### config.mk
export PLATFORM = sky130hd
export DESIGN_NAME = three_channel_arrival_time_capture
export DESIGN_NICKNAME = d
export VERILOG_FILES = /design/src/hdl/tctc_pkg.sv /design/src/hdl/three_channel_arrival_time_capture.sv /design/src/hdl/tctc_lane.sv /design/src/hdl/tctc_merge.sv
export SDC_FILE = /design/constraint.sdc
export NUM_CORES = 1
export LEC_CHECK = 0
export BUFFER_PORTS_ARGS = -buffer_cell sky130_fd_sc_hd__buf_2
export CORE_ASPECT_RATIO = 0.6
export CORE_MARGIN = 1
export CORE_UTILIZATION = 45
export DETAILED_ROUTE_END_ITERATION = 8
export SLEW_MARGIN = 20
export SYNTH_ARGS = -nofsm -noshare
export SYNTH_HDL_FRONTEND = slang
export SYNTH_HIERARCHICAL = 1
export SYNTH_SLANG_ARGS = --single-unit
### constraint.sdc
create_clock -name clk -period 4.88 [get_ports clk]
set_input_delay 1.464 -clock clk [delete_from_list [all_inputs] [get_ports clk]]
set_output_delay 1.464 -clock clk [all_outputs]
set_load 0.02 [all_outputs]
### src/hdl/tctc_pkg.sv
package tctc_pkg;

  localparam int STAMP_W = 16;
  localparam int TMO_W   = 16;
  localparam int NUM_CH  = 3;

  localparam logic [TMO_W-1:0] TMO_RESET = 16'hFFFF;

  typedef struct packed {
    logic               fired;
    logic [STAMP_W-1:0] stamp;
  } lane_t;

  typedef struct packed {
    logic report;
    logic timed_out;
  } rpt_t;

endpackage

### src/hdl/three_channel_arrival_time_capture.sv
// Three-channel arrival-time capture.
// Input channel: one word per timer tick carrying the rising-edge flags of
// comparators A, B and C (in_edge_a/b/c). A word is taken every clock while
// in_ready is high, so the block sustains one tick per cycle.
// The first edge opens a window and starts the elapsed count at zero; each
// channel's first edge in the window latches the count. When all three have
// fired, or the count reaches cfg timeout_period, one report word leaves on
// the output channel: three stamps, three hit flags and timed_out.
// Latency: the report is valid in the cycle after the tick that closed the
// window. The report sits in an output register; in_ready is high whenever
// that register is empty or is being drained, so a receiver stall holds the
// report and back-pressures the input only while the register is full.
// Reset: window idle, count zero, stamps and hit flags clear, timeout_period
// 65535, no report pending. cfg_we writes timeout_period.
module three_channel_arrival_time_capture #(
  parameter int COUNT_WIDTH = 16
) (
  input  logic                          clk,
  input  logic                          rst_n,
  input  logic                          cfg_we,
  input  logic [tctc_pkg::TMO_W-1:0]    cfg_wdata,
  input  logic                          in_valid,
  output logic                          in_ready,
  input  logic                          in_edge_a,
  input  logic                          in_edge_b,
  input  logic                          in_edge_c,
  output logic                          out_valid,
  input  logic                          out_ready,
  output logic [tctc_pkg::STAMP_W-1:0]  out_stamp_a,
  output logic [tctc_pkg::STAMP_W-1:0]  out_stamp_b,
  output logic [tctc_pkg::STAMP_W-1:0]  out_stamp_c,
  output logic                          out_hit_a,
  output logic                          out_hit_b,
  output logic                          out_hit_c,
  output logic                          out_timed_out
);
  import tctc_pkg::*;

  logic [TMO_W-1:0]       tmo_r;
  logic [COUNT_WIDTH-1:0] cnt_r;
  logic [COUNT_WIDTH-1:0] cnt_eff;
  logic [COUNT_WIDTH:0]   cnt_next;
  logic                   running_r;
  logic                   open;
  logic                   accept;
  logic [STAMP_W-1:0]     stamp_now;
  logic [NUM_CH-1:0]      edges;
  lane_t                  cur   [NUM_CH];
  lane_t                  nxt   [NUM_CH];
  rpt_t                   rpt;

  logic                   out_valid_r;
  logic                   out_valid_nxt;
  logic [STAMP_W-1:0]     stamp_r [NUM_CH];
  logic [NUM_CH-1:0]      hit_r;
  logic                   timed_out_r;

  assign edges     = {in_edge_c, in_edge_b, in_edge_a};
  assign in_ready  = ~out_valid_r | out_ready;
  assign accept    = in_valid & in_ready;
  assign cnt_eff   = running_r ? cnt_r : '0;
  assign cnt_next  = {1'b0, cnt_eff} + (COUNT_WIDTH+1)'(1);
  assign open      = running_r | (|edges);
  assign stamp_now = STAMP_W'(cnt_eff);

  for (genvar g = 0; g < NUM_CH; g++) begin : g_lane
    tctc_lane u_lane (
      .clk      (clk),
      .rst_n    (rst_n),
      .accept   (accept),
      .edge_in  (edges[g]),
      .stamp_in (stamp_now),
      .clear    (rpt.report),
      .cur      (cur[g]),
      .nxt      (nxt[g])
    );
  end

  tctc_merge #(
    .COUNT_WIDTH (COUNT_WIDTH)
  ) u_merge (
    .lanes          (nxt),
    .open           (open),
    .cnt_next       (cnt_next),
    .timeout_period (tmo_r),
    .rpt            (rpt)
  );

  always_ff @(posedge clk) begin
    if (!rst_n) begin
      tmo_r <= TMO_RESET;
    end else if (cfg_we) begin
      tmo_r <= cfg_wdata;
    end
  end

  // advance the window counter
  always_ff @(posedge clk) begin
    if (!rst_n) begin
      running_r <= 1'b0;
      cnt_r     <= '0;
    end else if (accept) begin
      if (rpt.report) begin
        running_r <= 1'b0;
        cnt_r     <= '0;
      end else if (open) begin
        running_r <= 1'b1;
        cnt_r     <= cnt_next[COUNT_WIDTH-1:0];
      end
    end
  end

  assign out_valid_nxt = (accept & rpt.report) | (out_valid_r & ~out_ready);

  always_ff @(posedge clk) begin
    if (!rst_n) begin
      out_valid_r <= 1'b0;
    end else begin
      out_valid_r <= out_valid_nxt;
    end
  end

  // hold the report until taken
  always_ff @(posedge clk) begin
    if (accept & rpt.report) begin
      for (int i = 0; i < NUM_CH; i++) begin
        stamp_r[i] <= nxt[i].stamp;
        hit_r[i]   <= nxt[i].fired;
      end
      timed_out_r <= rpt.timed_out;
    end
  end

  assign out_valid     = out_valid_r;
  assign out_stamp_a   = stamp_r[0];
  assign out_stamp_b   = stamp_r[1];
  assign out_stamp_c   = stamp_r[2];
  assign out_hit_a     = hit_r[0];
  assign out_hit_b     = hit_r[1];
  assign out_hit_c     = hit_r[2];
  assign out_timed_out = timed_out_r;

  a_full_report_all_hit: assert property (@(posedge clk) disable iff (!rst_n)
    out_valid_r & ~timed_out_r |-> (&hit_r))
    else $error("report without timeout lacks a hit");

  a_idle_is_clear: assert property (@(posedge clk) disable iff (!rst_n)
    ~running_r |-> (cnt_r == '0) && ~cur[0].fired && ~cur[1].fired && ~cur[2].fired)
    else $error("idle window holds state");

  a_report_closes: assert property (@(posedge clk) disable iff (!rst_n)
    accept & rpt.report |=> ~running_r && out_valid_r)
    else $error("report did not close window");

  a_unhit_stamp_zero: assert property (@(posedge clk) disable iff (!rst_n)
    out_valid_r & ~hit_r[0] |-> stamp_r[0] == '0)
    else $error("stamp set for channel that did not fire");

endmodule

### src/hdl/tctc_lane.sv
module tctc_lane (
  input  logic                          clk,
  input  logic                          rst_n,
  input  logic                          accept,
  input  logic                          edge_in,
  input  logic [tctc_pkg::STAMP_W-1:0]  stamp_in,
  input  logic                          clear,
  output tctc_pkg::lane_t               cur,
  output tctc_pkg::lane_t               nxt
);
  import tctc_pkg::*;

  logic               fired_r;
  logic [STAMP_W-1:0] stamp_r;
  logic               capture;

  assign capture   = edge_in & ~fired_r;
  assign cur.fired = fired_r;
  assign cur.stamp = stamp_r;
  assign nxt.fired = fired_r | capture;
  assign nxt.stamp = capture ? stamp_in : stamp_r;

  always_ff @(posedge clk) begin
    if (!rst_n) begin
      fired_r <= 1'b0;
      stamp_r <= '0;
    end else if (accept) begin
      if (clear) begin
        fired_r <= 1'b0;
        stamp_r <= '0;
      end else begin
        fired_r <= nxt.fired;
        stamp_r <= nxt.stamp;
      end
    end
  end

endmodule

### src/hdl/tctc_merge.sv
module tctc_merge #(
  parameter int COUNT_WIDTH = 16
) (
  input  tctc_pkg::lane_t               lanes [tctc_pkg::NUM_CH],
  input  logic                          open,
  input  logic [COUNT_WIDTH:0]          cnt_next,
  input  logic [tctc_pkg::TMO_W-1:0]    timeout_period,
  output tctc_pkg::rpt_t                rpt
);
  import tctc_pkg::*;

  localparam int CmpW = (COUNT_WIDTH + 1 > TMO_W) ? COUNT_WIDTH + 1 : TMO_W;

  logic all_fired;
  logic expired;

  always_comb begin
    all_fired = 1'b1;
    for (int i = 0; i < NUM_CH; i++) begin
      all_fired = all_fired & lanes[i].fired;
    end
  end

  assign expired = (CmpW'(cnt_next) >= CmpW'(timeout_period)) | cnt_next[COUNT_WIDTH];

  assign rpt.report    = all_fired | (open & expired);
  assign rpt.timed_out = ~all_fired;

endmodule

==> results by group <==
Detailed routing
  • Post-DR vias/cell: 5.418
  • Routed len/inst: about 17 um
  • Remaining DRCs: 0
  • DRT Pass-1 Iters: 5
  • Wirelength, routed: 16.29 mm
  • Antenna Nets Post-Route: 0
  • DR iter-0 viols: 345
  • Vias: 5,109

Worst setup path
  • Flop-to-flop setup slack: ~640 ps
  • Worst-path maximum fanout: 14
  • R2R cell count: 15
  • RR Endpoint: cnt_r[8]$_SDFFE_PN0P_
  • Setup CP Type: register to register
  • Crit path DAT: 4580 ps
  • CP max stage delay: 470 ps
  • Slowest CP cell: or4_1
  • Worst R2R Start: cnt_r[1]$_SDFFE_PN0P_
  • CP Capture Type: register
  • Cell family with most CP delay: simple AND/OR/NAND/NOR gates
  • Crit start category: register
  • Crit-path cells: and4_1 -> buf_4 -> nand4_1 -> or4_1 -> xnor2_1 -> ha_1 -> nand3_1 -> nor3_1 -> a2111oi_2 -> o211ai_1 -> a21o_1 -> nand3b_1 -> nor3b_1 -> a22oi_1 -> o21ai_0
  • Crit path buffers/inverters: 1
  • CP Data Required Time: 5220 ps

GRT
  • Vias in the first global route: between 4k and 5k
  • First-pass GRT wire length: 25.55 mm
  • GR Overflow Total: 0
  • Largest net degree at the start of global routing: 48
  • Initial antenna violation count: 0
  • Overall global routing resource usage: 0.2289

Floorplan
  • Die Area: 14,990 um^2
  • Starting Density: 0.4699
  • Die width: 157.4 um
  • Site Rows: 33
  • I/O pin total: 78
  • Placeable Area: roughly 14,000 um^2
  • Vert. Die Dim: 95.23 um

Final layout
  • N_diodes: 0
  • Layout filler cell count: ~1.3k
  • Layout area overhead: 16.51%
  • Layout cell share with drive strength beyond 1: 0.2224
  • Commonest non-fill, non-tap cell in the layout: nand2_1
  • Nets: 778
  • Most frequent cells in the layout: nand2_1, dfxtp_1, buf_2, edfxtp_1, o22ai_2

Timing
  • Setup TNS: 0 ps
  • Post-Route Skew: 11.84 ps
  • Unrepaired setup endpoints after global routing: no
  • Final setup viols: 0
  • Final worst path period share: 0.8680
  • Slew HR: 0.5639
  • Tightest Pin Transition: 654.2 ps
  • Final Max Slew Viols: 0
  • Hold Fails Final Rpt: 0
  • Max Freq: 0.2361 GHz
  • Tmin final: 4236 ps

Clock tree
  • Worst-path clk slew: ~60 ps
  • Hold-fix buffers, CTS: 0
  • Post-CTS sizing: 0
  • Htree depth: 4
  • Maximum clock insertion buffer count: 2
  • Post-CTS Setup Repair Bufs: 0
  • Clock sink count: 137
  • CTS tree: built
  • Cts bufs inserted: 17
  • Clk_lat worst skew: 420 ps
  • Clk root buf: clkbuf_16

Yosys
  • Synth Warn #: 6
  • Post-Syn Area: 6519 um^2
  • Synthesized area per cell: about 9.7 um^2
  • Synth Net Count: 711
  • Syn Inst Count: 671

Place
  • Post-DP HPWL: 10.99 mm
  • Routability Congestion: 0.9275
  • Port bufs: 77

Pwr
  • Largest vdd supply drop: between 200 and 250 uV
  • Pwr/cell area: 369.6 nW/um^2
  • Final Total Pwr: around 2.8 mW
  • Lkg Pwr: 3.226 nW

Job
  • Max-Cap Viols: 0

Hold path
  • HP Class: register to register
  • Worst Hold End: tmo_r[6]$_SDFFE_PN1P_
  • Hold path cells: 2
  • HP Start: tmo_r[6]$_SDFFE_PN1P_

Outcome
  • Outcome: finished clean
-- stage by stage --
stage                     instance area, um^2  utilization  cells  worst slack, ps  hold WS [ps]
after detailed placement                 6960       0.5017    911            733.8         462.1
after floorplan                          6519            -    671            510.3         441.6
after global placement                   6960       0.5017    911            907.3         456.8
after global routing                     7595       0.5474    943            302.7         491.1
after CTS                                7595       0.5474    943            713.1         473.4
final                                    7595       0.5474    943            644.2         472.7
-- report_power, final --
part           internal [mW]  total, mW  leakage [nW]  switching, mW
Sequential              1.21       1.22          1.17         0.0114
Combinational         0.0609      0.201          1.75          0.140
Clock                  0.873       1.39         0.307          0.513
-- sequential cells by signal, indices dropped and copies added (netlist names), 3 cells and up --
name	cells
stamp_r	48
g_lane.u_lane/fired_r	3
g_lane.u_lane/stamp_r	48
tmo_r	16
hit_r	3
cnt_r	16
-- routing by layer --
metal  global-route usage  vias to the layer above  wire length, um
li1                     -                     2461                -
met1               0.3116                     2423             7787
met2               0.3492                      213             7108
met3              0.06727                       12             1248
met4              0.07362                        0              149
met5                    0                        -                0
-- final cells by class --
| cell class | instances | area, um^2 | area share |
|---|---|---|---|
| inverter | 30 | 112.6 | 0.01483 |
| multi-input combinational | 464 | 2864 | 0.3771 |
| timing repair buffer | 88 | 480.5 | 0.06326 |
| clock inverter | 14 | 195.2 | 0.02570 |
| sequential | 137 | 3263 | 0.4297 |
| tap | 192 | 240.2 | 0.03163 |
| clock buffer | 18 | 439.2 | 0.05783 |
-- how the worst max path moves through the flow --
stage	startpoint	endpoint	slack, ps	cells past startpoint
6_report	cnt_r[1]$_SDFFE_PN0P_	cnt_r[8]$_SDFFE_PN0P_	640	15
5_1_grt	cnt_r[0]$_SDFFE_PN0P_	cnt_r[8]$_SDFFE_PN0P_	300	15
4_1_cts	cnt_r[1]$_SDFFE_PN0P_	stamp_r[0][32]$_DFFE_PP_	710	13
3_5_place_dp	cnt_r[1]$_SDFFE_PN0P_	stamp_r[0][44]$_DFFE_PP_	730	13
3_3_place_gp	cnt_r[0]$_SDFFE_PN0P_	cnt_r[8]$_SDFFE_PN0P_	910	15
2_1_floorplan	cnt_r[0]$_SDFFE_PN0P_	hit_r[0]$_DFFE_PP_	510	12
-- tightest hold or removal path, stage by stage (launching register included) --
cell and delay, ps:
dfxtp_1 320, mux2i_1 60, nand2_1 60
Power figures use the tool's default switching activity.
